[config.mk]
export PLATFORM = sky130hd
export DESIGN_NAME = prt_engine
export DESIGN_NICKNAME = d
export VERILOG_FILES = /design/src/design/prt_pkg.sv /design/src/design/prt_engine.sv
export SDC_FILE = /design/constraint.sdc
export NUM_CORES = 1
export LEC_CHECK = 0
export ABC_CLOCK_PERIOD_IN_PS = 5600
export BUFFER_PORTS_ARGS = -buffer_cell sky130_fd_sc_hd__clkbuf_2
export CELL_PAD_IN_SITES_DETAIL_PLACEMENT = 0
export CELL_PAD_IN_SITES_GLOBAL_PLACEMENT = 2
export CORE_MARGIN = 2
export CORE_UTILIZATION = 28
export CTS_BUF_LIST = sky130_fd_sc_hd__clkbuf_8
export DETAILED_ROUTE_END_ITERATION = 8
export PLACE_DENSITY_LB_ADDON = 0.12
export REMOVE_ABC_BUFFERS = 1
export SKIP_LAST_GASP = 1
export SYNTH_ARGS = -nofsm -noshare
export SYNTH_HDL_FRONTEND = slang
export SYNTH_SLANG_ARGS = --single-unit
[constraint.sdc]
create_clock -name i_clk -period 5.6 [get_ports i_clk]
set_clock_uncertainty 0.05 [all_clocks]
set_input_delay 0.28 -clock i_clk [delete_from_list [all_inputs] [get_ports i_clk]]
set_output_delay 0.28 -clock i_clk [all_outputs]
set_load 0.05 [all_outputs]
[src/design/prt_pkg.sv]
// Package for the pending request table.
// Holds request, result and table entry types, status and key codes, and the key compare.
// Used by prt_engine and pending_request_table_top in the design folder.
package prt_pkg;

    localparam int PRT_SLOTS = 256;

    localparam logic       OP_STORE   = 1'b0;
    localparam logic       OP_REPLY   = 1'b1;

    localparam logic [1:0] KEY_FS     = 2'd0;
    localparam logic [1:0] KEY_DEV    = 2'd1;

    localparam logic [1:0] ST_STORED  = 2'd0;
    localparam logic [1:0] ST_REPLIED = 2'd1;
    localparam logic [1:0] ST_FULL    = 2'd2;
    localparam logic [1:0] ST_NOMATCH = 2'd3;

    typedef struct packed {
        logic               op;
        logic [1:0]         key_type;
        logic [15:0]        requester_pid;
        logic [15:0]        owner_pid;
        logic [15:0]        device_id;
        logic [31:0]        msg_handle;
        logic [15:0]        source_pid;
        logic signed [31:0] reply_value;
    } t_req_in;

    typedef struct packed {
        logic [1:0]         status;
        logic [7:0]         slot;
        logic [31:0]        reply_handle;
        logic [15:0]        reply_dest;
        logic signed [31:0] reply_result;
    } t_result;

    typedef struct packed {
        logic        valid;
        logic [1:0]  key_type;
        logic [15:0] requester_pid;
        logic [15:0] owner_pid;
        logic [15:0] device_id;
        logic [31:0] handle;
        logic [15:0] source;
    } t_entry;

    localparam int ENTRY_W = $bits(t_entry);

    function automatic logic key_hit(t_entry e, t_req_in q);
        logic hit;
        hit = 1'b0;
        if (e.key_type == q.key_type) begin
            case (q.key_type)
                KEY_FS:  hit = (e.requester_pid == q.requester_pid);
                KEY_DEV: hit = (e.requester_pid == q.requester_pid) &&
                               (e.owner_pid == q.owner_pid) &&
                               (e.device_id == q.device_id);
                default: hit = 1'b0;
            endcase
        end
        return hit;
    endfunction

endpackage

[src/design/prt_engine.sv]
// Scan engine: clears the table after reset, then walks slots through the RAM read port
// to find a free slot or a matching key, and writes the entry back. Depends on prt_pkg.
module prt_engine #(
    parameter int SLOTS = prt_pkg::PRT_SLOTS
) (
    input  logic                     i_clk,
    input  logic                     i_rst_n,
    input  logic                     i_start,
    input  prt_pkg::t_req_in         i_req,
    output logic                     o_busy,
    output logic                     o_done,
    output prt_pkg::t_result         o_result,
    output logic [$clog2(SLOTS)-1:0] o_raddr,
    input  prt_pkg::t_entry          i_rdata,
    output logic                     o_we,
    output logic [$clog2(SLOTS)-1:0] o_waddr,
    output prt_pkg::t_entry          o_wdata
);
    import prt_pkg::*;

    localparam int AW = $clog2(SLOTS);
    localparam int CW = AW + 1;

    typedef enum logic [2:0] {
        S_CLEAR = 3'b001,
        S_IDLE  = 3'b010,
        S_SCAN  = 3'b100
    } t_state;

    t_state        r_state, n_state;
    logic [CW-1:0] r_cnt, n_cnt;
    logic          r_chk, n_chk;
    logic [AW-1:0] r_chk_idx, n_chk_idx;
    t_req_in       r_req, n_req;
    logic          r_done, n_done;
    t_result       r_result, n_result;

    logic          hit;
    logic          last;
    t_entry        new_entry;
    t_entry        freed_entry;

    always_comb begin
        new_entry               = '0;
        new_entry.valid         = 1'b1;
        new_entry.key_type      = r_req.key_type;
        new_entry.requester_pid = r_req.requester_pid;
        new_entry.owner_pid     = r_req.owner_pid;
        new_entry.device_id     = r_req.device_id;
        new_entry.handle        = r_req.msg_handle;
        new_entry.source        = r_req.source_pid;
        freed_entry             = i_rdata;
        freed_entry.valid       = 1'b0;
    end

    assign hit  = (r_req.op == OP_STORE) ? !i_rdata.valid
                                         : (i_rdata.valid && key_hit(i_rdata, r_req));
    assign last = (r_chk_idx == AW'(SLOTS - 1));

    always_comb begin
        n_state   = r_state;
        n_cnt     = r_cnt;
        n_chk     = 1'b0;
        n_chk_idx = r_chk_idx;
        n_req     = r_req;
        n_done    = 1'b0;
        n_result  = r_result;
        o_raddr   = r_cnt[AW-1:0];
        o_we      = 1'b0;
        o_waddr   = r_chk_idx;
        o_wdata   = new_entry;

        unique case (r_state)
            S_CLEAR: begin
                o_we    = 1'b1;
                o_waddr = r_cnt[AW-1:0];
                o_wdata = '0;
                n_cnt   = r_cnt + CW'(1);
                if (r_cnt == CW'(SLOTS - 1)) begin
                    n_cnt   = '0;
                    n_state = S_IDLE;
                end
            end
            S_IDLE: begin
                if (i_start) begin
                    n_req   = i_req;
                    n_cnt   = '0;
                    n_state = S_SCAN;
                end
            end
            S_SCAN: begin
                if (r_cnt != CW'(SLOTS)) begin
                    n_chk     = 1'b1;
                    n_chk_idx = r_cnt[AW-1:0];
                    n_cnt     = r_cnt + CW'(1);
                end
                if (r_chk && hit) begin
                    o_we     = 1'b1;
                    o_wdata  = (r_req.op == OP_STORE) ? new_entry : freed_entry;
                    n_result = '0;
                    n_result.slot = 8'(r_chk_idx);
                    if (r_req.op == OP_STORE) begin
                        n_result.status = ST_STORED;
                    end else begin
                        n_result.status       = ST_REPLIED;
                        n_result.reply_handle = i_rdata.handle;
                        n_result.reply_dest   = i_rdata.source;
                        n_result.reply_result = r_req.reply_value;
                    end
                    n_done  = 1'b1;
                    n_chk   = 1'b0;
                    n_state = S_IDLE;
                end else if (r_chk && last) begin
                    n_result        = '0;
                    n_result.status = (r_req.op == OP_STORE) ? ST_FULL : ST_NOMATCH;
                    n_done          = 1'b1;
                    n_chk           = 1'b0;
                    n_state         = S_IDLE;
                end
            end
            default: n_state = S_IDLE;
        endcase
    end

    always_ff @(posedge i_clk) begin
        if (!i_rst_n) begin
            r_state <= S_CLEAR;
            r_cnt   <= '0;
            r_chk   <= 1'b0;
            r_done  <= 1'b0;
        end else begin
            r_state <= n_state;
            r_cnt   <= n_cnt;
            r_chk   <= n_chk;
            r_done  <= n_done;
        end
    end

    always_ff @(posedge i_clk) begin
        r_chk_idx <= n_chk_idx;
        r_req     <= n_req;
        r_result  <= n_result;
    end

    assign o_busy   = (r_state != S_IDLE);
    assign o_done   = r_done;
    assign o_result = r_result;

endmodule

==> impl_summary.md <==
Status
The flow ran to the end, and the final reports show no timing, DRC or antenna violations.

Global route
Global routing consumed, on the met1 layer, a little under 20% of the routing resources. Entering global routing, the biggest net connects between 70 and 80 pins. The most crowded layer after global routing is met2. Summed over all layers, the global routing overflow is 0. The routing usage on met2 is roughly 30%. The number of global-route vias before repair came to 8730. The first global-routing pass estimated slightly above 50000 um of wire.

The initial antenna violation count is 1. The total routing usage reported by global routing is 17.4%. In the global route stage, met3 resource usage came out at ~5.7%.

Timing
Setup violations remaining at the end of the flow were counted as 0. The number of pins with negative max-slew slack in the final report is 0. Counting I/O delays and the setup requirement, the final critical path takes 4.23 ns. The number of hold-slack violations in the final timing report is 0.

Measured against its own limit, the worst slew margin works out to between 30 and 40%. The fmax is between 200 and 250 MHz. Dividing the final minimum period by the clock period gives around 75%. The worst-margin pin slew is approximately 0.96 ns. Setup repair after global routing left no endpoint under its margin.

Summed over all failing endpoints, the final setup total negative slack is 0 ns. Final hold analysis gives a worst-case slack of 0.0335 ns.

Critical path
The first element of the critical path is new_entry[53]. Following the worst setup path forward leads to its endpoint at o_wdata[60]. For flop-to-flop paths, the worst setup slack is approximately 2 ns.

The endpoint class of the critical path is an output port. The capturing point of the worst reg2reg path is o_result[21]. The count of cells along the worst register-to-register path is 7. Data arrives at the worst endpoint at roughly 3.9 ns. The highest net fanout along the worst path is 52. The launch instance of the worst register-to-register path is new_entry[53].

The kind of start point of the critical path is a register. The worst setup path is of the register to output port kind. At the worst endpoint, the required time is between 5 and 6 ns.

Floorplan
For this configuration, the core starts out at a cell density of 28.3%. In this run the horizontal extent of the chip is between 150 and 200 um. The full die area is between 30000 and 40000 sq um.

In this run the vertical extent of the chip is roughly 200 um. The number of placed I/O pins is around 440. The number of rows created at floorplan is between 70 and 80. The core region is approximately 37000 sq um.

Finish
In the final layout, the share of cells above drive strength 1 is between 30% and 40%. The number of standard cells in the layout, taps in and fillers out is about 2.0k. The multi-input combinational cells in the finished layout cover a total of 2910 sq um. The area of all placed cells without fillers is about 16000 sq um.

Relative to the synthesized area, the layout overhead comes to 50.4%. The net count of the finished layout is between 1.5k and 2k. The number of inserted filler cells in the final layout is between 3k and 4k. The total area of sequential cells is 7160 sq um.

Synthesis
The mapped netlist covers around 11000 sq um. For this run, the leading register cell type out of synthesis is sky130_fd_sc_hd__edfxtp_1. The average cell area after synthesis is approximately 13 sq um.

The number of distinct library cells after synthesis is 41. Yosys printed 0 warnings. Synthesis inferred 243 register bits.

The number of enable flip-flop cells after synthesis is approximately 230. In the synthesized netlist the async set-or-reset flop fraction comes to 0%. Summing the sequential cell areas from Yosys gives roughly two thirds of the chip area.

After technology mapping, the gate count stands at 796.

CTS
Counting every sink on the clock net gives around 240. The number of setup buffers added after CTS is 0. In this run, post-CTS repair resized a total of 0 instances.

The later pin in the worst-skew pair is clocked with a latency of around 0.60 ns. The clock root buffer master is sky130_fd_sc_hd__clkbuf_8. The CTS H-tree depth is 2. The number of buffers on the longest clock path is 3. TritonCTS built the clock tree. The clock-pin slew on the worst setup and hold paths is roughly 0.060 ns. The CTS buffer count is 47.

Routing
The number of detailed-routing iterations run before antenna repair is 6. The total wire length after detailed routing is ~35000 um. Using the TritonRoute via totals, the vias-per-cell ratio works out to 4.20. The first-iteration detailed-routing DRC count is roughly 230.

Dividing the detail-routed wire length by the instance count gives around 18 um. Once detail routing completed, the nets flagged for antenna violations numbered 0. For this block, the via count after detailed routing is approximately 8.3k. The number of remaining DRC errors is 0.

Place
Input and output buffers added on the ports amount to 440. The placement-stage cell area is between 10000 and 15000 sq um. Once placement completed, the tool counted placed cells totaling 1707.

Once detailed placement completed, the half-perimeter wirelength came to 25200 um. At the end of routability-driven placement, the weighted congestion stood at about 0.78.

Hold path
The type of the tightest min-delay check is input pin to register.

Power and ir drop
Overall power consumption after layout is estimated at 4.53 mW. The cell leakage power is between 7 and 8 nW. The power density of the placed cells is between 200 and 300 nW/um^2. IR analysis of the VDD net gives a maximum drop of between 0.0001 and 0.00015 V.

Job
The total of max-cap violations is 0.
==> report_power, final <==
group	internal, mW	leakage [nW]	switching, mW	total, mW
combinational	0.279	5.05	0.587	0.865
clock	0.876	0.485	0.780	1.66
sequential	1.99	2.42	0.0142	2.01
total	3.15	7.95	1.38	4.53
==> registers in the layout (all words and copies together), names as in the netlist <==
name and flops:
r_chk 1, r_state 3, new_entry 98, o_done 1, r_cnt 9, r_chk_idx 8
r_req 33, o_result 90
==> layer usage <==
| layer | vias up | part of all wire [%] |
|---|---|---|
| met2 | 312 | 50 |
| met4 | 0 | 3.5 |
| li1 | 4052 | - |
| met1 | 3848 | 39 |
| met3 | 68 | 7.6 |
| met5 | - | 0 |
==> logic make-up after synthesis <==
family / count (synthesis) / share of synthesized area (%)
compound gates: 24 / 1.44
buf+inv: 135 / 5.69
flops: 243 / 67.4
simple gates: 250 / 12.4
fa+ha+maj: 4 / 0.471
xor+xnor: 54 / 4.45
mux: 86 / 8.17
==> critical path, stage by stage, from the launching register on <==
cell	delay (ns)
sky130_fd_sc_hd__edfxtp_1	0.40
sky130_fd_sc_hd__xor2_1	0.16
sky130_fd_sc_hd__nor4_1	0.35
sky130_fd_sc_hd__nand4_1	0.35
sky130_fd_sc_hd__o21ai_4	0.84
sky130_fd_sc_hd__nand3_4	0.11
sky130_fd_sc_hd__buf_4	0.38
sky130_fd_sc_hd__mux2i_1	0.30
sky130_fd_sc_hd__clkbuf_2	0.31
==> through the flow <==
stage               util [%]  setup WS, ns
floorplan                  -         -3.70
global placement        35.5          1.88
detailed placement      35.5          1.90
CTS                     42.6          1.26
global route            42.6          1.05
finish                  42.6          1.37
==> worst min path at each step <==
stage,from,end,slack (ns),cells after the start
6_report,i_rdata[15],o_result[47],0.03,2
5_1_grt,i_rdata[15],o_result[47],0.01,2
4_1_cts,i_rdata[15],o_result[47],0.004,2
3_5_place_dp,i_req[100],new_entry[68],0.41,1
3_3_place_gp,i_req[127],new_entry[95],0.41,1
2_1_floorplan,i_req[32],new_entry[0],0.33,0
==> layout by cell type, fill, tap and decap left out, types with 2 or more instances in the layout <==
master | Yosys | routed
sky130_fd_sc_hd__clkbuf_2 | 1 | 440
sky130_fd_sc_hd__edfxtp_1 | 229 | 229
sky130_fd_sc_hd__dlygate4sd3_1 | 0 | 179
sky130_fd_sc_hd__inv_1 | 86 | 98
sky130_fd_sc_hd__nand2_1 | 92 | 92
sky130_fd_sc_hd__and3_1 | 83 | 83
sky130_fd_sc_hd__mux2i_1 | 80 | 80
sky130_fd_sc_hd__clkbuf_8 | 0 | 47
sky130_fd_sc_hd__xor2_1 | 43 | 43
sky130_fd_sc_hd__and2_1 | 20 | 19
sky130_fd_sc_hd__dfxtp_1 | 14 | 14
sky130_fd_sc_hd__clkinv_1 | 0 | 12
sky130_fd_sc_hd__xnor2_1 | 11 | 11
sky130_fd_sc_hd__nor2_1 | 12 | 11
sky130_fd_sc_hd__nor4_1 | 10 | 10
sky130_fd_sc_hd__nor2b_1 | 9 | 9
sky130_fd_sc_hd__clkinv_2 | 0 | 9
sky130_fd_sc_hd__buf_4 | 9 | 8
sky130_fd_sc_hd__o21ai_0 | 7 | 7
sky130_fd_sc_hd__nand4_1 | 6 | 6
sky130_fd_sc_hd__mux2_2 | 6 | 6
sky130_fd_sc_hd__a21oi_1 | 5 | 5
sky130_fd_sc_hd__nand3_1 | 5 | 4
sky130_fd_sc_hd__o21a_1 | 4 | 4
sky130_fd_sc_hd__ha_1 | 4 | 4
sky130_fd_sc_hd__nor3b_1 | 3 | 3
sky130_fd_sc_hd__clkinvlp_4 | 0 | 3
sky130_fd_sc_hd__nor4b_1 | 2 | 2
sky130_fd_sc_hd__nor3_1 | 2 | 2
sky130_fd_sc_hd__bufinv_16 | 0 | 2
==> cell usage after synthesis, types with 8 or more instances <==
| cell | count | area share [%] |
|---|---|---|
| sky130_fd_sc_hd__nand2_1 | 92 | 3.3 |
| sky130_fd_sc_hd__mux2i_1 | 80 | 7.5 |
| sky130_fd_sc_hd__and3_1 | 83 | 4.9 |
| sky130_fd_sc_hd__buf_6 | 8 | 0.85 |
| sky130_fd_sc_hd__edfxtp_1 | 229 | 65 |
| sky130_fd_sc_hd__buf_4 | 9 | 0.64 |
| sky130_fd_sc_hd__xnor2_1 | 11 | 0.91 |
| sky130_fd_sc_hd__inv_1 | 86 | 3.0 |
| sky130_fd_sc_hd__clkbuf_1 | 29 | 1.0 |
| sky130_fd_sc_hd__dfxtp_1 | 14 | 2.6 |
| sky130_fd_sc_hd__xor2_1 | 43 | 3.5 |
| sky130_fd_sc_hd__nor2b_1 | 9 | 0.53 |
| sky130_fd_sc_hd__and2_1 | 20 | 1.2 |
| sky130_fd_sc_hd__nor4_1 | 10 | 0.59 |
| sky130_fd_sc_hd__nor2_1 | 12 | 0.42 |
==> what timing repair did <==
action / 4_1_cts / 5_1_grt
hold buffers: 179 / 0
hold endpoints to repair: 186 / 0
setup endpoints to repair: 0 / 0
==> final cells by class <==
type	instances	share of cell area, %
well taps	511	4.00
multi-input cells	418	18.2
diodes	1	0.0157
clock inverters	38	1.36
clock buffers	47	4.05
flip-flops and latches	243	44.8
inverters	86	2.02
repair buffers	628	25.5
(Power assumes the default switching activity.)
