[src/design/prt_ram.sv]
// Generic single-write, single-read synchronous RAM with registered read data.
// No dependencies.
module prt_ram #(
    parameter int WIDTH = 8,
    parameter int DEPTH = 16
) (
    input  logic                     i_clk,
    input  logic                     i_we,
    input  logic [$clog2(DEPTH)-1:0] i_waddr,
    input  logic [WIDTH-1:0]         i_wdata,
    input  logic [$clog2(DEPTH)-1:0] i_raddr,
    output logic [WIDTH-1:0]         o_rdata
);

    logic [WIDTH-1:0] r_mem [DEPTH];
    logic [WIDTH-1:0] r_rdata;

    always_ff @(posedge i_clk) begin
        if (i_we) begin
            r_mem[i_waddr] <= i_wdata;
        end
        r_rdata <= r_mem[i_raddr];
    end

    assign o_rdata = r_rdata;

endmodule

[config.mk]
export PLATFORM = sky130hd
export DESIGN_NAME = prt_ram
export DESIGN_NICKNAME = d
export VERILOG_FILES = /design/src/design/prt_ram.sv
export SDC_FILE = /design/constraint.sdc
export NUM_CORES = 1
export LEC_CHECK = 0
export ABC_CLOCK_PERIOD_IN_PS = 2380
export BUFFER_PORTS_ARGS = -buffer_cell sky130_fd_sc_hd__buf_2
export CAP_MARGIN = 20
export CELL_PAD_IN_SITES_DETAIL_PLACEMENT = 1
export CELL_PAD_IN_SITES_GLOBAL_PLACEMENT = 1
export CORE_MARGIN = 1.5
export CORE_UTILIZATION = 44
export DETAILED_ROUTE_END_ITERATION = 8
export GPL_ROUTABILITY_DRIVEN = 0
export PLACE_DENSITY = 0.68
export SETUP_SLACK_MARGIN = 0.05
export SKIP_CTS_REPAIR_TIMING = 1
export SLEW_MARGIN = 20
export SYNTH_ARGS = -nofsm -noshare
export SYNTH_HDL_FRONTEND = slang
export SYNTH_SLANG_ARGS = --single-unit
[constraint.sdc]
create_clock -name i_clk -period 2.38 [get_ports i_clk]
set_input_delay 0.357 -clock i_clk [delete_from_list [all_inputs] [get_ports i_clk]]
set_output_delay 0.357 -clock i_clk [all_outputs]
set_load 0.005 [all_outputs]
==> results by group, run 1 <==
Die
  • Die Y-Extent: 111 microns
  • Row cnt: 39
  • Die Span X: 111 microns
  • Full die area: 0.0124 sq mm
  • Initial Util: 0.451
  • Total core area: 0.0114 sq mm
  • Top Ports: 26

Setup path
  • WP data arrival: 1.71 ns
  • Crit path cell chain: buf_2 -> buf_12 -> mux4_1 -> a22oi_1 -> nand2_1
  • Worst setup SP type: input port
  • CP max-delay cell: mux4_1
  • Critical Path RT: 2.68 ns
  • Worst path bufs/invs: 2
  • Delay-heaviest family, CP: multiplexers
  • Max stage delay on crit path: 0.60 ns
  • CP Class: input port to flop
  • Crit path max fanout: 32
  • CP Capture Type: flop

Finish
  • FF+latch area: 0.00400 sq mm
  • Nets: 301
  • Final non-filler cell total: 439
  • Ant diodes: 0
  • Fillers: 1030
  • Area growth syn-to-layout: 20.1%
  • Layout cells sized above 1: 0.321
  • Multi-input gate area: 0.00106 sq mm

Power
  • Leakage: 2.11 nW
  • Power Total: 5.74 mW
  • Power Density: 929 mW/mm^2
  • Maximum vdd drop: 0.522 mV

Clock network
  • CTS max path bufs: 2
  • TritonCTS Sinks: 136
  • CTS root buf: clkbuf_16
  • H-tree levels: 4
  • CTS buffer count: 17
  • TritonCTS clock tree: yes
  • Clk Latency, worst-skew pair: 0.41 ns
  • Reg clk slew, reported paths: 0.06 ns

Timing
  • Slew Limit Fails: 0
  • RSZ-0062 raised after global routing: no
  • Slew Limit Headroom: 0.684
  • Fmax achieved: 710 MHz
  • Ratio of final minimum period to clock period: 0.592
  • Tightest Pin Transition: 0.474 ns
  • Final Hold Fails: 0
  • Setup_tns: 0 ns
  • Setup-failing EPs final: 0
  • Clock Skews: 0.0110 ns
  • Period minus WS final: 1.41 ns

Global route
  • First-pass GRT wire length: 16300 microns
  • Global-route usage over all layers: 0.186
  • Largest net degree at the start of global routing: 33
  • Vias in the first global route: 2635
  • Total congestion overflow: 0
  • Initial antenna violation count: 0

Yosys
  • Post-Syn Area: 0.00515 sq mm
  • Post-Syn Instances: 229
  • Post-synthesis sequential element count: 136
  • Seq/Total Area, Yosys: 0.778
  • Synthesized net count: 247
  • Syn avg cell area: 22.5 sq um
  • Synth Warn #: 0
  • Synth unique cells: 19

Placed design
  • Placed cell count: 407
  • HPWL Detailed: 6500 microns
  • Number of port buffers: 25

Routing
  • Pre-antenna DRT Iters: 4
  • Wirelength per Cell: 24.0 microns
  • Routed Antenna Nets: 0
  • Vias: 2438
  • DR DRC count: 0
  • Vias per cell: 5.55
  • Drt total wl: 10500 microns
  • DR iter-0 viols: 138

Run
  • Max Cap Violations: 0

Run status
  • Status: completed

Hold path
  • Worst hold path class: input port to flop
[per-stage QoR]
| step | instance area (sq um) | hold slack [ns] | worst slack, ns | utilization |
|---|---|---|---|---|
| floorplan | 5150 | 0.456 | 0.530 | - |
| global route | 6180 | 0.333 | 0.893 | 0.541 |
| global placement | 5540 | 0.655 | 0.544 | 0.485 |
| finish | 6180 | 0.325 | 0.972 | 0.541 |
| detailed placement | 5540 | 0.668 | 0.537 | 0.485 |
| CTS | 6180 | 0.318 | 0.970 | 0.541 |
[final timing paths]
path / to / from / slack, ns / cells past startpoint
max: o_rdata[2]$_DFF_P_ / i_raddr[0] / 0.97 / 5
min: r_mem[15][2]$_DFFE_PP_ / i_wdata[2] / 0.32 / 1
max reg2reg: o_rdata[2]$_DFF_P_ / r_mem[1][2]$_DFFE_PP_ / 1.01 / 3
min reg2reg: o_rdata[1]$_DFF_P_ / r_mem[7][1]$_DFFE_PP_ / 0.68 / 3
[cells in the mapped netlist (all sizes together)]
master,count,share of area
nand3,1,0.00097
buf,7,0.011
and2,1,0.0012
nor2,13,0.0095
nor2b,1,0.0012
and2b,1,0.0015
nand2,9,0.0066
mux4,32,0.15
a22oi,16,0.023
nor3,4,0.0039
or3b,1,0.0017
dfxtp,8,0.031
edfxtp,128,0.75
nand3b,2,0.0029
clkdlybuf4s25,3,0.0058
nand2b,2,0.0024
[layout by cell type, fill, tap and decap left out, types with 2 or more instances in the layout]
cell,Yosys,final
edfxtp_1,128,128
buf_2,3,25
mux4_2,18,18
buf_4,1,18
clkbuf_16,0,17
a22oi_1,16,16
mux4_1,14,14
nor2_1,13,13
nand2_1,9,9
dfxtp_1,8,8
nor3_1,4,4
bufinv_16,0,4
clkbuf_8,0,3
clkinvlp_4,0,3
nand3b_1,2,2
nand2b_1,2,2
clkinv_4,0,2
clkinv_2,0,2
buf_12,0,2
[cell type report]
type                    count  area share
clock inverters            11      0.0275
well taps                 143      0.0289
multi-input cells          83       0.171
repair buffers             45      0.0486
clock buffers              21      0.0761
flip-flops and latches    136       0.648
[worst register-to-register path, cell delays in order (launching register included)]
cell,delay [ns]
edfxtp_1,0.37
mux4_1,0.52
a22oi_1,0.29
nand2_1,0.09
[kinds of logic (layout without fill, tap and decap cells)]
group | Yosys count | after routing | synth area share
AOI/OAI and AO/OA | 16 | 16 | 0.0233
buffers and inverters | 10 | 77 | 0.0168
DFF | 136 | 136 | 0.778
muxes | 32 | 32 | 0.150
and+or+nand+nor | 35 | 35 | 0.0318
[metal layers]
metal | track usage | up-vias | part of all wire
met5 | 0 | - | 0
li1 | - | 1079 | -
met3 | 0.0498 | 13 | 0.039
met1 | 0.252 | 1282 | 0.44
met4 | 0.0633 | 0 | 0.014
met2 | 0.294 | 64 | 0.50
[sequential cells by signal, summed over array words and instances, names as in the netlist]
| register | flops |
|---|---|
| o_rdata | 8 |
| r_mem | 128 |
[where the power goes]
group,leakage (nW),total [mW],internal [mW],switching (mW)
Combinational,0.586,0.247,0.108,0.138
Clock,0.305,2.80,1.84,0.962
Sequential,1.22,2.70,2.68,0.0183
Total,2.11,5.74,4.62,1.12
No activity file was read; power rests on OpenSTA's default activity.
==> run 2, diff against run 1 <==
--- a/config.mk
+++ b/config.mk
@@ -5,7 +5,8 @@
 export SDC_FILE = /design/constraint.sdc
 export NUM_CORES = 1
 export LEC_CHECK = 0
-export ABC_CLOCK_PERIOD_IN_PS = 2380
+export ABC_AREA = 1
+export ABC_CLOCK_PERIOD_IN_PS = 1500
 export BUFFER_PORTS_ARGS = -buffer_cell sky130_fd_sc_hd__buf_2
 export CAP_MARGIN = 20
 export CELL_PAD_IN_SITES_DETAIL_PLACEMENT = 1
@@ -14,7 +15,7 @@
 export CORE_UTILIZATION = 44
 export DETAILED_ROUTE_END_ITERATION = 8
 export GPL_ROUTABILITY_DRIVEN = 0
-export PLACE_DENSITY = 0.68
+export PLACE_DENSITY = 0.73
 export SETUP_SLACK_MARGIN = 0.05
 export SKIP_CTS_REPAIR_TIMING = 1
 export SLEW_MARGIN = 20
==> constraint.sdc (replaced) <==
create_clock -name i_clk -period 1.5 [get_ports i_clk]
set_input_delay 0.225 -clock i_clk [delete_from_list [all_inputs] [get_ports i_clk]]
set_output_delay 0.225 -clock i_clk [all_outputs]
set_load 0.005 [all_outputs]
==> run 2 against run 1 <==
Effect of this change: sequential cell count unchanged; cell count up 78%; count of clock-buffer cells in the layout rose by 7; synthesized area is 12% higher; routed wire length is 37% higher; first-iteration DRC count is 68% higher; register-to-register slack worse by 0.57 ns.
==> results by group, run 2 <==
Global route
  • Global-route met2 utilization: 0.369 (was 0.294)
  • Largest net degree at the start of global routing: 56 (was 33)
  • Vias in the first global route: 4116 (was 2635)
  • Total congestion overflow: 0 (unchanged)
  • M3 GR Usage: 0.0557 (was 0.0498)
  • Global-route usage over all layers: 0.226 (was 0.186)
  • Layer with the highest usage: met2 (unchanged)
  • First-pass GRT wire length: 23000 microns (was 16300 microns)
  • Initial antenna violation count: 0 (unchanged)
  • Grt met1 use: 0.297 (was 0.252)

Power
  • Power Total: 8.57 mW (was 5.74 mW)
  • Power Density: 1280 mW/mm^2 (was 929 mW/mm^2)
  • Sw Ratio: 0.214 (was 0.195)
  • Cell-internal power: 6.73 mW (was 4.62 mW)
  • Maximum vdd drop: 0.789 mV (was 0.522 mV)
  • Flop pwr share: 0.499 (was 0.470)
  • Gate power share: 0.064 (was 0.043)
  • Clk network pwr share: 0.437 (was 0.487)
  • Sw Pwr: 1.84 mW (was 1.12 mW)
  • Leakage: 2.92 nW (was 2.11 nW)

Clock network
  • CTS buffer count: 17 (unchanged)
  • Clk Latency, worst-skew pair: 0.42 ns (was 0.41 ns)
  • H-tree levels: 4 (unchanged)
  • Reg clk slew, reported paths: 0.06 ns (about the same)
  • TritonCTS Sinks: 136 (unchanged)
  • CTS max path bufs: 2 (unchanged)
  • CTS root buf: clkbuf_16 (unchanged)
  • TritonCTS clock tree: yes (unchanged)

Yosys
  • Async SR Flop Fraction: 0 (unchanged)
  • Post-synthesis sequential element count: 136 (unchanged)
  • Synth Warn #: 0 (unchanged)
  • Post-synth top cells: 173 x nand2_1, 128 x edfxtp_1, 100 x inv_1, 97 x nand3_1, 17 x nor2_1 (was 128 x edfxtp_1, 18 x mux4_2, 16 x a22oi_1, 14 x mux4_1, 13 x nor2_1)
  • Largest area contributor in the netlist: edfxtp_1 (unchanged)
  • Seq/Total Area, Yosys: 0.694 (was 0.778)
  • Post-synth EDFFs: 128 (unchanged)
  • Main area contributors after synthesis: edfxtp_1 67%, nand2_1 11%, nand3_1 8.4% (was edfxtp_1 75%, mux4_2 7.9%, mux4_1 7.1%)
  • Synth unique cells: 12 (was 19)
  • Synthesized net count: 569 (was 247)
  • Post-Syn Area: 0.00577 sq mm (was 0.00515 sq mm)
  • Top-count cell post-synth: nand2_1 (was edfxtp_1)
  • Most common flop cell mapped by yosys: edfxtp_1 (unchanged)
  • Share of the synthesized area in the top cell type: 0.667 (was 0.747)
  • Syn avg cell area: 10.5 sq um (was 22.5 sq um)
  • Post-Syn Instances: 551 (was 229)

Finish
  • Ant diodes: 0 (unchanged)
  • Layout cells sized above 1: 0.123 (was 0.321)
  • Utilization after layout: 0.527 (was 0.541)
  • Final Cell Area: 0.00671 sq mm (was 0.00618 sq mm)
  • Commonest non-fill, non-tap cell in the layout: nand2_1 (was edfxtp_1)
  • Max reg flops: 128 (unchanged)
  • Final non-filler cell total: 782 (was 439)
  • Largest reg by FF count: r_mem (unchanged)
  • Nets: 615 (was 301)
  • Area growth syn-to-layout: 16.3% (was 20.1%)
  • Commonest non-fill, non-tap cells in the layout: 173 x nand2_1, 128 x edfxtp_1, 100 x inv_1 (was 128 x edfxtp_1, 25 x buf_2, 18 x mux4_2, 18 x buf_4, 17 x clkbuf_16)
  • Fillers: 1422 (was 1030)

Timing
  • Tightest Pin Transition: 0.368 ns (was 0.474 ns)
  • RSZ-0062 raised after global routing: no (unchanged)
  • Setup_tns: 0 ns (unchanged)
  • Clock Skews: 0.00355 ns (was 0.0110 ns)
  • Period minus WS final: 1.08 ns
  • Ratio of final minimum period to clock period: 0.722
  • Slew Limit Fails: 0 (unchanged)
  • Final Hold Fails: 0 (unchanged)
  • Setup-failing EPs final: 0 (unchanged)
  • Minimum hold slack: 0.189 ns (was 0.325 ns)
  • Fmax achieved: 923 MHz
  • Setup ws final: 0.417 ns (was 0.972 ns)
  • Slew Limit Headroom: 0.754 (was 0.684)

Setup path
  • CP Class: flop to output pin (was input port to flop)
  • CP max-delay cell: dfxtp_1 (was mux4_1)
  • Crit path cell chain: buf_2 (was buf_2 -> buf_12 -> mux4_1 -> a22oi_1 -> nand2_1)
  • CP Capture Type: output pin (was flop)
  • WP data arrival: 0.86 ns (was 1.71 ns)
  • Max stage delay on crit path: 0.32 ns (was 0.60 ns)
  • Worst path bufs/invs: 1 (was 2)
  • Critical Path RT: 1.27 ns (was 2.68 ns)
  • Crit path max fanout: 1 (was 32)
  • Delay-heaviest family, CP: flip-flops (was multiplexers)
  • Worst setup SP type: flop (was input port)

Die
  • Top Ports: 26 (unchanged)
  • Row cnt: 41 (was 39)
  • Die Y-Extent: 117 microns (was 111 microns)
  • Total core area: 0.0127 sq mm (was 0.0114 sq mm)
  • Die Span X: 117 microns (was 111 microns)
  • Initial Util: 0.453 (was 0.451)
  • Full die area: 0.0138 sq mm (was 0.0124 sq mm)

Run
  • Max Cap Violations: 0 (unchanged)

Routing
  • Routed Antenna Nets: 0 (unchanged)
  • Vias: 3912 (was 2438)
  • DR DRC count: 0 (unchanged)
  • DR iter-0 viols: 232 (was 138)
  • Vias per cell: 5.00 (was 5.55)
  • Drt total wl: 14400 microns (was 10500 microns)
  • Pre-antenna DRT Iters: 4 (unchanged)
  • Wirelength per Cell: 18.5 microns (was 24.0 microns)

Run status
  • Status: completed (unchanged)

Placed design
  • Pre-CTS setup slack: 0.153 ns (was 0.537 ns)
  • Placed cell count: 750 (was 407)
  • Number of port buffers: 25 (unchanged)
  • HPWL Detailed: 9440 microns (was 6500 microns)
  • Placed inst area: 0.00619 sq mm (was 0.00554 sq mm)

Hold path
  • Worst hold path class: input port to flop (unchanged)
run 2: layout make-up:
type	count	area, sq um	share of cell area
multi-input combinational	289	1210	0.181
inverter	102	383	0.0571
timing repair buffer	51	370	0.0552
clock inverter	4	45.0	0.00672
clock buffer	28	477	0.0711
sequential	136	4000	0.597
tap	172	215	0.0321
run 2: tightest hold or removal path, cell delays in order:
cell and delay, ns:
buf_2 0.18, nand3_1 0.11, nand2_1 0.04
run 2: worst paths after layout:
kind / from / to / slack [ns] / cells past startpoint
min: i_raddr[3] / o_rdata[2]$_DFF_P_ / 0.19 / 3
max reg2reg: r_mem[5][4]$_DFFE_PP_ / o_rdata[4]$_DFF_P_ / 0.44 / 6
max: o_rdata[2]$_DFF_P_ / o_rdata[2] / 0.42 / 1
min reg2reg: r_mem[13][2]$_DFFE_PP_ / o_rdata[2]$_DFF_P_ / 0.69 / 6
run 2: logic make-up (layout without fill, tap and decap cells):
kind of cell           count (synthesis)  after routing  share of synthesized area
flip-flops                           136            136                      0.694
buffers and inverters                126            185                     0.0952
AND/OR/NAND/NOR                      289            289                      0.210
run 2: per-layer routing:
metal	wire, microns	vias to the layer above
li1	-	1866
met5	0	-
met3	705	16
met2	7140	84
met4	190	0
met1	6390	1946
run 2: power groups by stage:
stage	registers, mW	logic [mW]	clock network, mW
5_1_grt	4.28	0.610	3.97
2_1_floorplan	4.35	0.300	0
4_1_cts	4.28	0.555	3.81
3_5_place_dp	4.35	0.550	0
3_3_place_gp	4.35	0.525	0
6_report	4.28	0.545	3.75
==> run 3, diff against run 2 <==
--- a/config.mk
+++ b/config.mk
@@ -6,7 +6,7 @@
 export NUM_CORES = 1
 export LEC_CHECK = 0
 export ABC_AREA = 1
-export ABC_CLOCK_PERIOD_IN_PS = 1500
+export ABC_CLOCK_PERIOD_IN_PS = 1100
 export BUFFER_PORTS_ARGS = -buffer_cell sky130_fd_sc_hd__buf_2
 export CAP_MARGIN = 20
 export CELL_PAD_IN_SITES_DETAIL_PLACEMENT = 1
==> constraint.sdc (replaced) <==
create_clock -name i_clk -period 1.1 [get_ports i_clk]
set_input_delay 0.165 -clock i_clk [delete_from_list [all_inputs] [get_ports i_clk]]
set_output_delay 0.165 -clock i_clk [all_outputs]
set_load 0.005 [all_outputs]
==> run 3 against run 2 <==
Effect of this change: clock power grew 77%; sequential share of layout area shrank 2.6 points; combinational power increased by 48%; first-iteration DRC count is 29% higher; non-clock buffer count rose by 1; global-route usage is 0.22 points higher; core utilization is 2.4 points higher; highest routed layer unchanged.
==> results by group, run 3 (same netlist as run 2, synthesis figures left out) <==
Run status
  • Status: completed (unchanged)

Power
  • Power Density: 1890 mW/mm^2 (was 1280 mW/mm^2)
  • Power Total: 13.3 mW (was 8.57 mW)
  • Maximum vdd drop: 1.60 mV (was 0.789 mV)
  • Leakage: 3.04 nW (was 2.92 nW)

Clock network
  • CTS buffer count: 17 (unchanged)
  • TritonCTS clock tree: yes (unchanged)
  • Clk Latency, worst-skew pair: 0.43 ns (was 0.42 ns)
  • H-tree levels: 4 (unchanged)
  • TritonCTS Sinks: 136 (unchanged)
  • CTS root buf: clkbuf_16 (unchanged)
  • CTS max path bufs: 2 (unchanged)
  • Reg clk slew, reported paths: 0.06 ns (about the same)

Setup path
  • Max stage delay on crit path: 0.34 ns (was 0.32 ns)
  • Crit path cell chain: buf_2 (unchanged)
  • Delay-heaviest family, CP: flip-flops (unchanged)
  • Crit path max fanout: 1 (unchanged)
  • CP max-delay cell: dfxtp_1 (unchanged)
  • Worst path bufs/invs: 1 (unchanged)
  • Worst setup SP type: flop (unchanged)
  • WP data arrival: 0.90 ns (was 0.86 ns)
  • Critical Path RT: 0.94 ns (was 1.27 ns)
  • CP Class: flop to output pin (unchanged)
  • CP Capture Type: output pin (unchanged)

Timing
  • Slew Limit Fails: 0 (unchanged)
  • Setup ws final: 0.0392 ns (was 0.417 ns)
  • Fmax achieved: 943 MHz
  • Ratio of final minimum period to clock period: 0.964
  • Final Hold Fails: 0 (unchanged)
  • Tightest Pin Transition: 0.413 ns (was 0.368 ns)
  • Setup-failing EPs final: 0 (unchanged)
  • RSZ-0062 raised after global routing: yes (was no)
  • Slew Limit Headroom: 0.725 (was 0.754)
  • Clock Skews: 0.00595 ns (was 0.00355 ns)
  • Period minus WS final: 1.06 ns

Die
  • Top Ports: 26 (unchanged)
  • Full die area: 0.0138 sq mm (unchanged)
  • Total core area: 0.0127 sq mm (unchanged)
  • Row cnt: 41 (unchanged)
  • Initial Util: 0.453 (unchanged)
  • Die Span X: 117 microns (unchanged)
  • Die Y-Extent: 117 microns (unchanged)

Global route
  • First-pass GRT wire length: 23000 microns (about the same)
  • Initial antenna violation count: 0 (unchanged)
  • M3 GR Usage: 0.0441 (was 0.0557)
  • Total congestion overflow: 0 (unchanged)
  • Global-route met2 utilization: 0.400 (was 0.369)
  • Global-route usage over all layers: 0.228 (was 0.226)
  • Grt met1 use: 0.277 (was 0.297)
  • Vias in the first global route: 4152 (was 4116)
  • Layer with the highest usage: met2 (unchanged)
  • Largest net degree at the start of global routing: 33 (was 56)

Finish
  • Area growth syn-to-layout: 21.7% (was 16.3%)
  • Ant diodes: 0 (unchanged)
  • Final Cell Area: 0.00702 sq mm (was 0.00671 sq mm)
  • Max reg flops: 128 (unchanged)
  • Utilization after layout: 0.552 (was 0.527)
  • Commonest non-fill, non-tap cell in the layout: nand2_1 (unchanged)
  • Layout cells sized above 1: 0.162 (was 0.123)
  • Largest reg by FF count: r_mem (unchanged)
  • Commonest non-fill, non-tap cells in the layout: 173 x nand2_1, 128 x edfxtp_1, 100 x inv_1 (unchanged)
  • Final non-filler cell total: 783 (was 782)
  • Nets: 616 (was 615)

Routing
  • Vias: 3883 (was 3912)
  • DR iter-0 viols: 299 (was 232)
  • Routed Antenna Nets: 0 (unchanged)
  • Wirelength per Cell: 19.0 microns (was 18.5 microns)
  • Vias per cell: 4.96 (was 5.00)
  • Drt total wl: 14900 microns (was 14400 microns)
  • DR DRC count: 0 (unchanged)
  • Pre-antenna DRT Iters: 4 (unchanged)

Placed design
  • Pre-CTS setup slack: -0.174 ns (was 0.153 ns)
  • HPWL Detailed: 9170 microns (was 9440 microns)
  • Placed inst area: 0.00628 sq mm (was 0.00619 sq mm)
  • Placed cell count: 751 (was 750)
  • Number of port buffers: 25 (unchanged)

Run
  • Max Cap Violations: 0 (unchanged)

Hold path
  • Worst hold path class: input port to flop (unchanged)
==> run 3: changes by cell type in the layout (fill, tap and decap cells not counted), sizes merged <==
cell / before / now
bufinv: 1 / 7
clkinv: 3 / 4
clkinvlp: 0 / 3
clkbuf: 28 / 18
buf: 51 / 52
==> run 3: power breakdown <==
group	internal, mW	total (mW)	switching (mW)	leakage, nW
clock	4.51	6.63	2.12	0.329
sequential	5.80	5.84	0.0405	1.22
combinational	0.268	0.804	0.536	1.49
total	10.6	13.3	2.70	3.04
==> run 3: final cells by class <==
type | instances | area [sq um]
clock buffers | 18 | 439
well taps | 172 | 215
repair buffers | 52 | 465
inverters | 102 | 383
clock inverters | 14 | 251
multi-input cells | 289 | 1260
flip-flops and latches | 136 | 4010
fillers | 1407 | 5700
==> run 3: worst register-to-register path, delay by kind of cell, from the launching register on <==
kind          cells  cell delay [ns]
simple gates      5             0.48
flops             1             0.36
buf+inv           1             0.08
==> run 3: worst paths after layout <==
check | start | endpoint | slack, ns | cells after the start
max | o_rdata[3]$_DFF_P_ | o_rdata[3] | 0.04 | 1
min | i_wdata[0] | r_mem[3][0]$_DFFE_PP_ | 0.16 | 1
max reg2reg | r_mem[5][7]$_DFFE_PP_ | o_rdata[7]$_DFF_P_ | 0.07 | 6
min reg2reg | r_mem[10][3]$_DFFE_PP_ | o_rdata[3]$_DFF_P_ | 0.66 | 6
==> run 3: metal layers <==
layer,wire length (microns),vias up
met5,0,-
met4,220,0
met3,745,21
met2,7690,78
met1,6200,1915
li1,-,1869
==> run 3: through the flow <==
step / hold slack (ns) / TNS [ns]
3_3_place_gp: 0.543 / -5.53
4_1_cts: 0.153 / -0.00187
3_5_place_dp: 0.543 / -10.33
6_report: 0.161 / 0
5_1_grt: 0.166 / 0
2_1_floorplan: 0.264 / -1.24
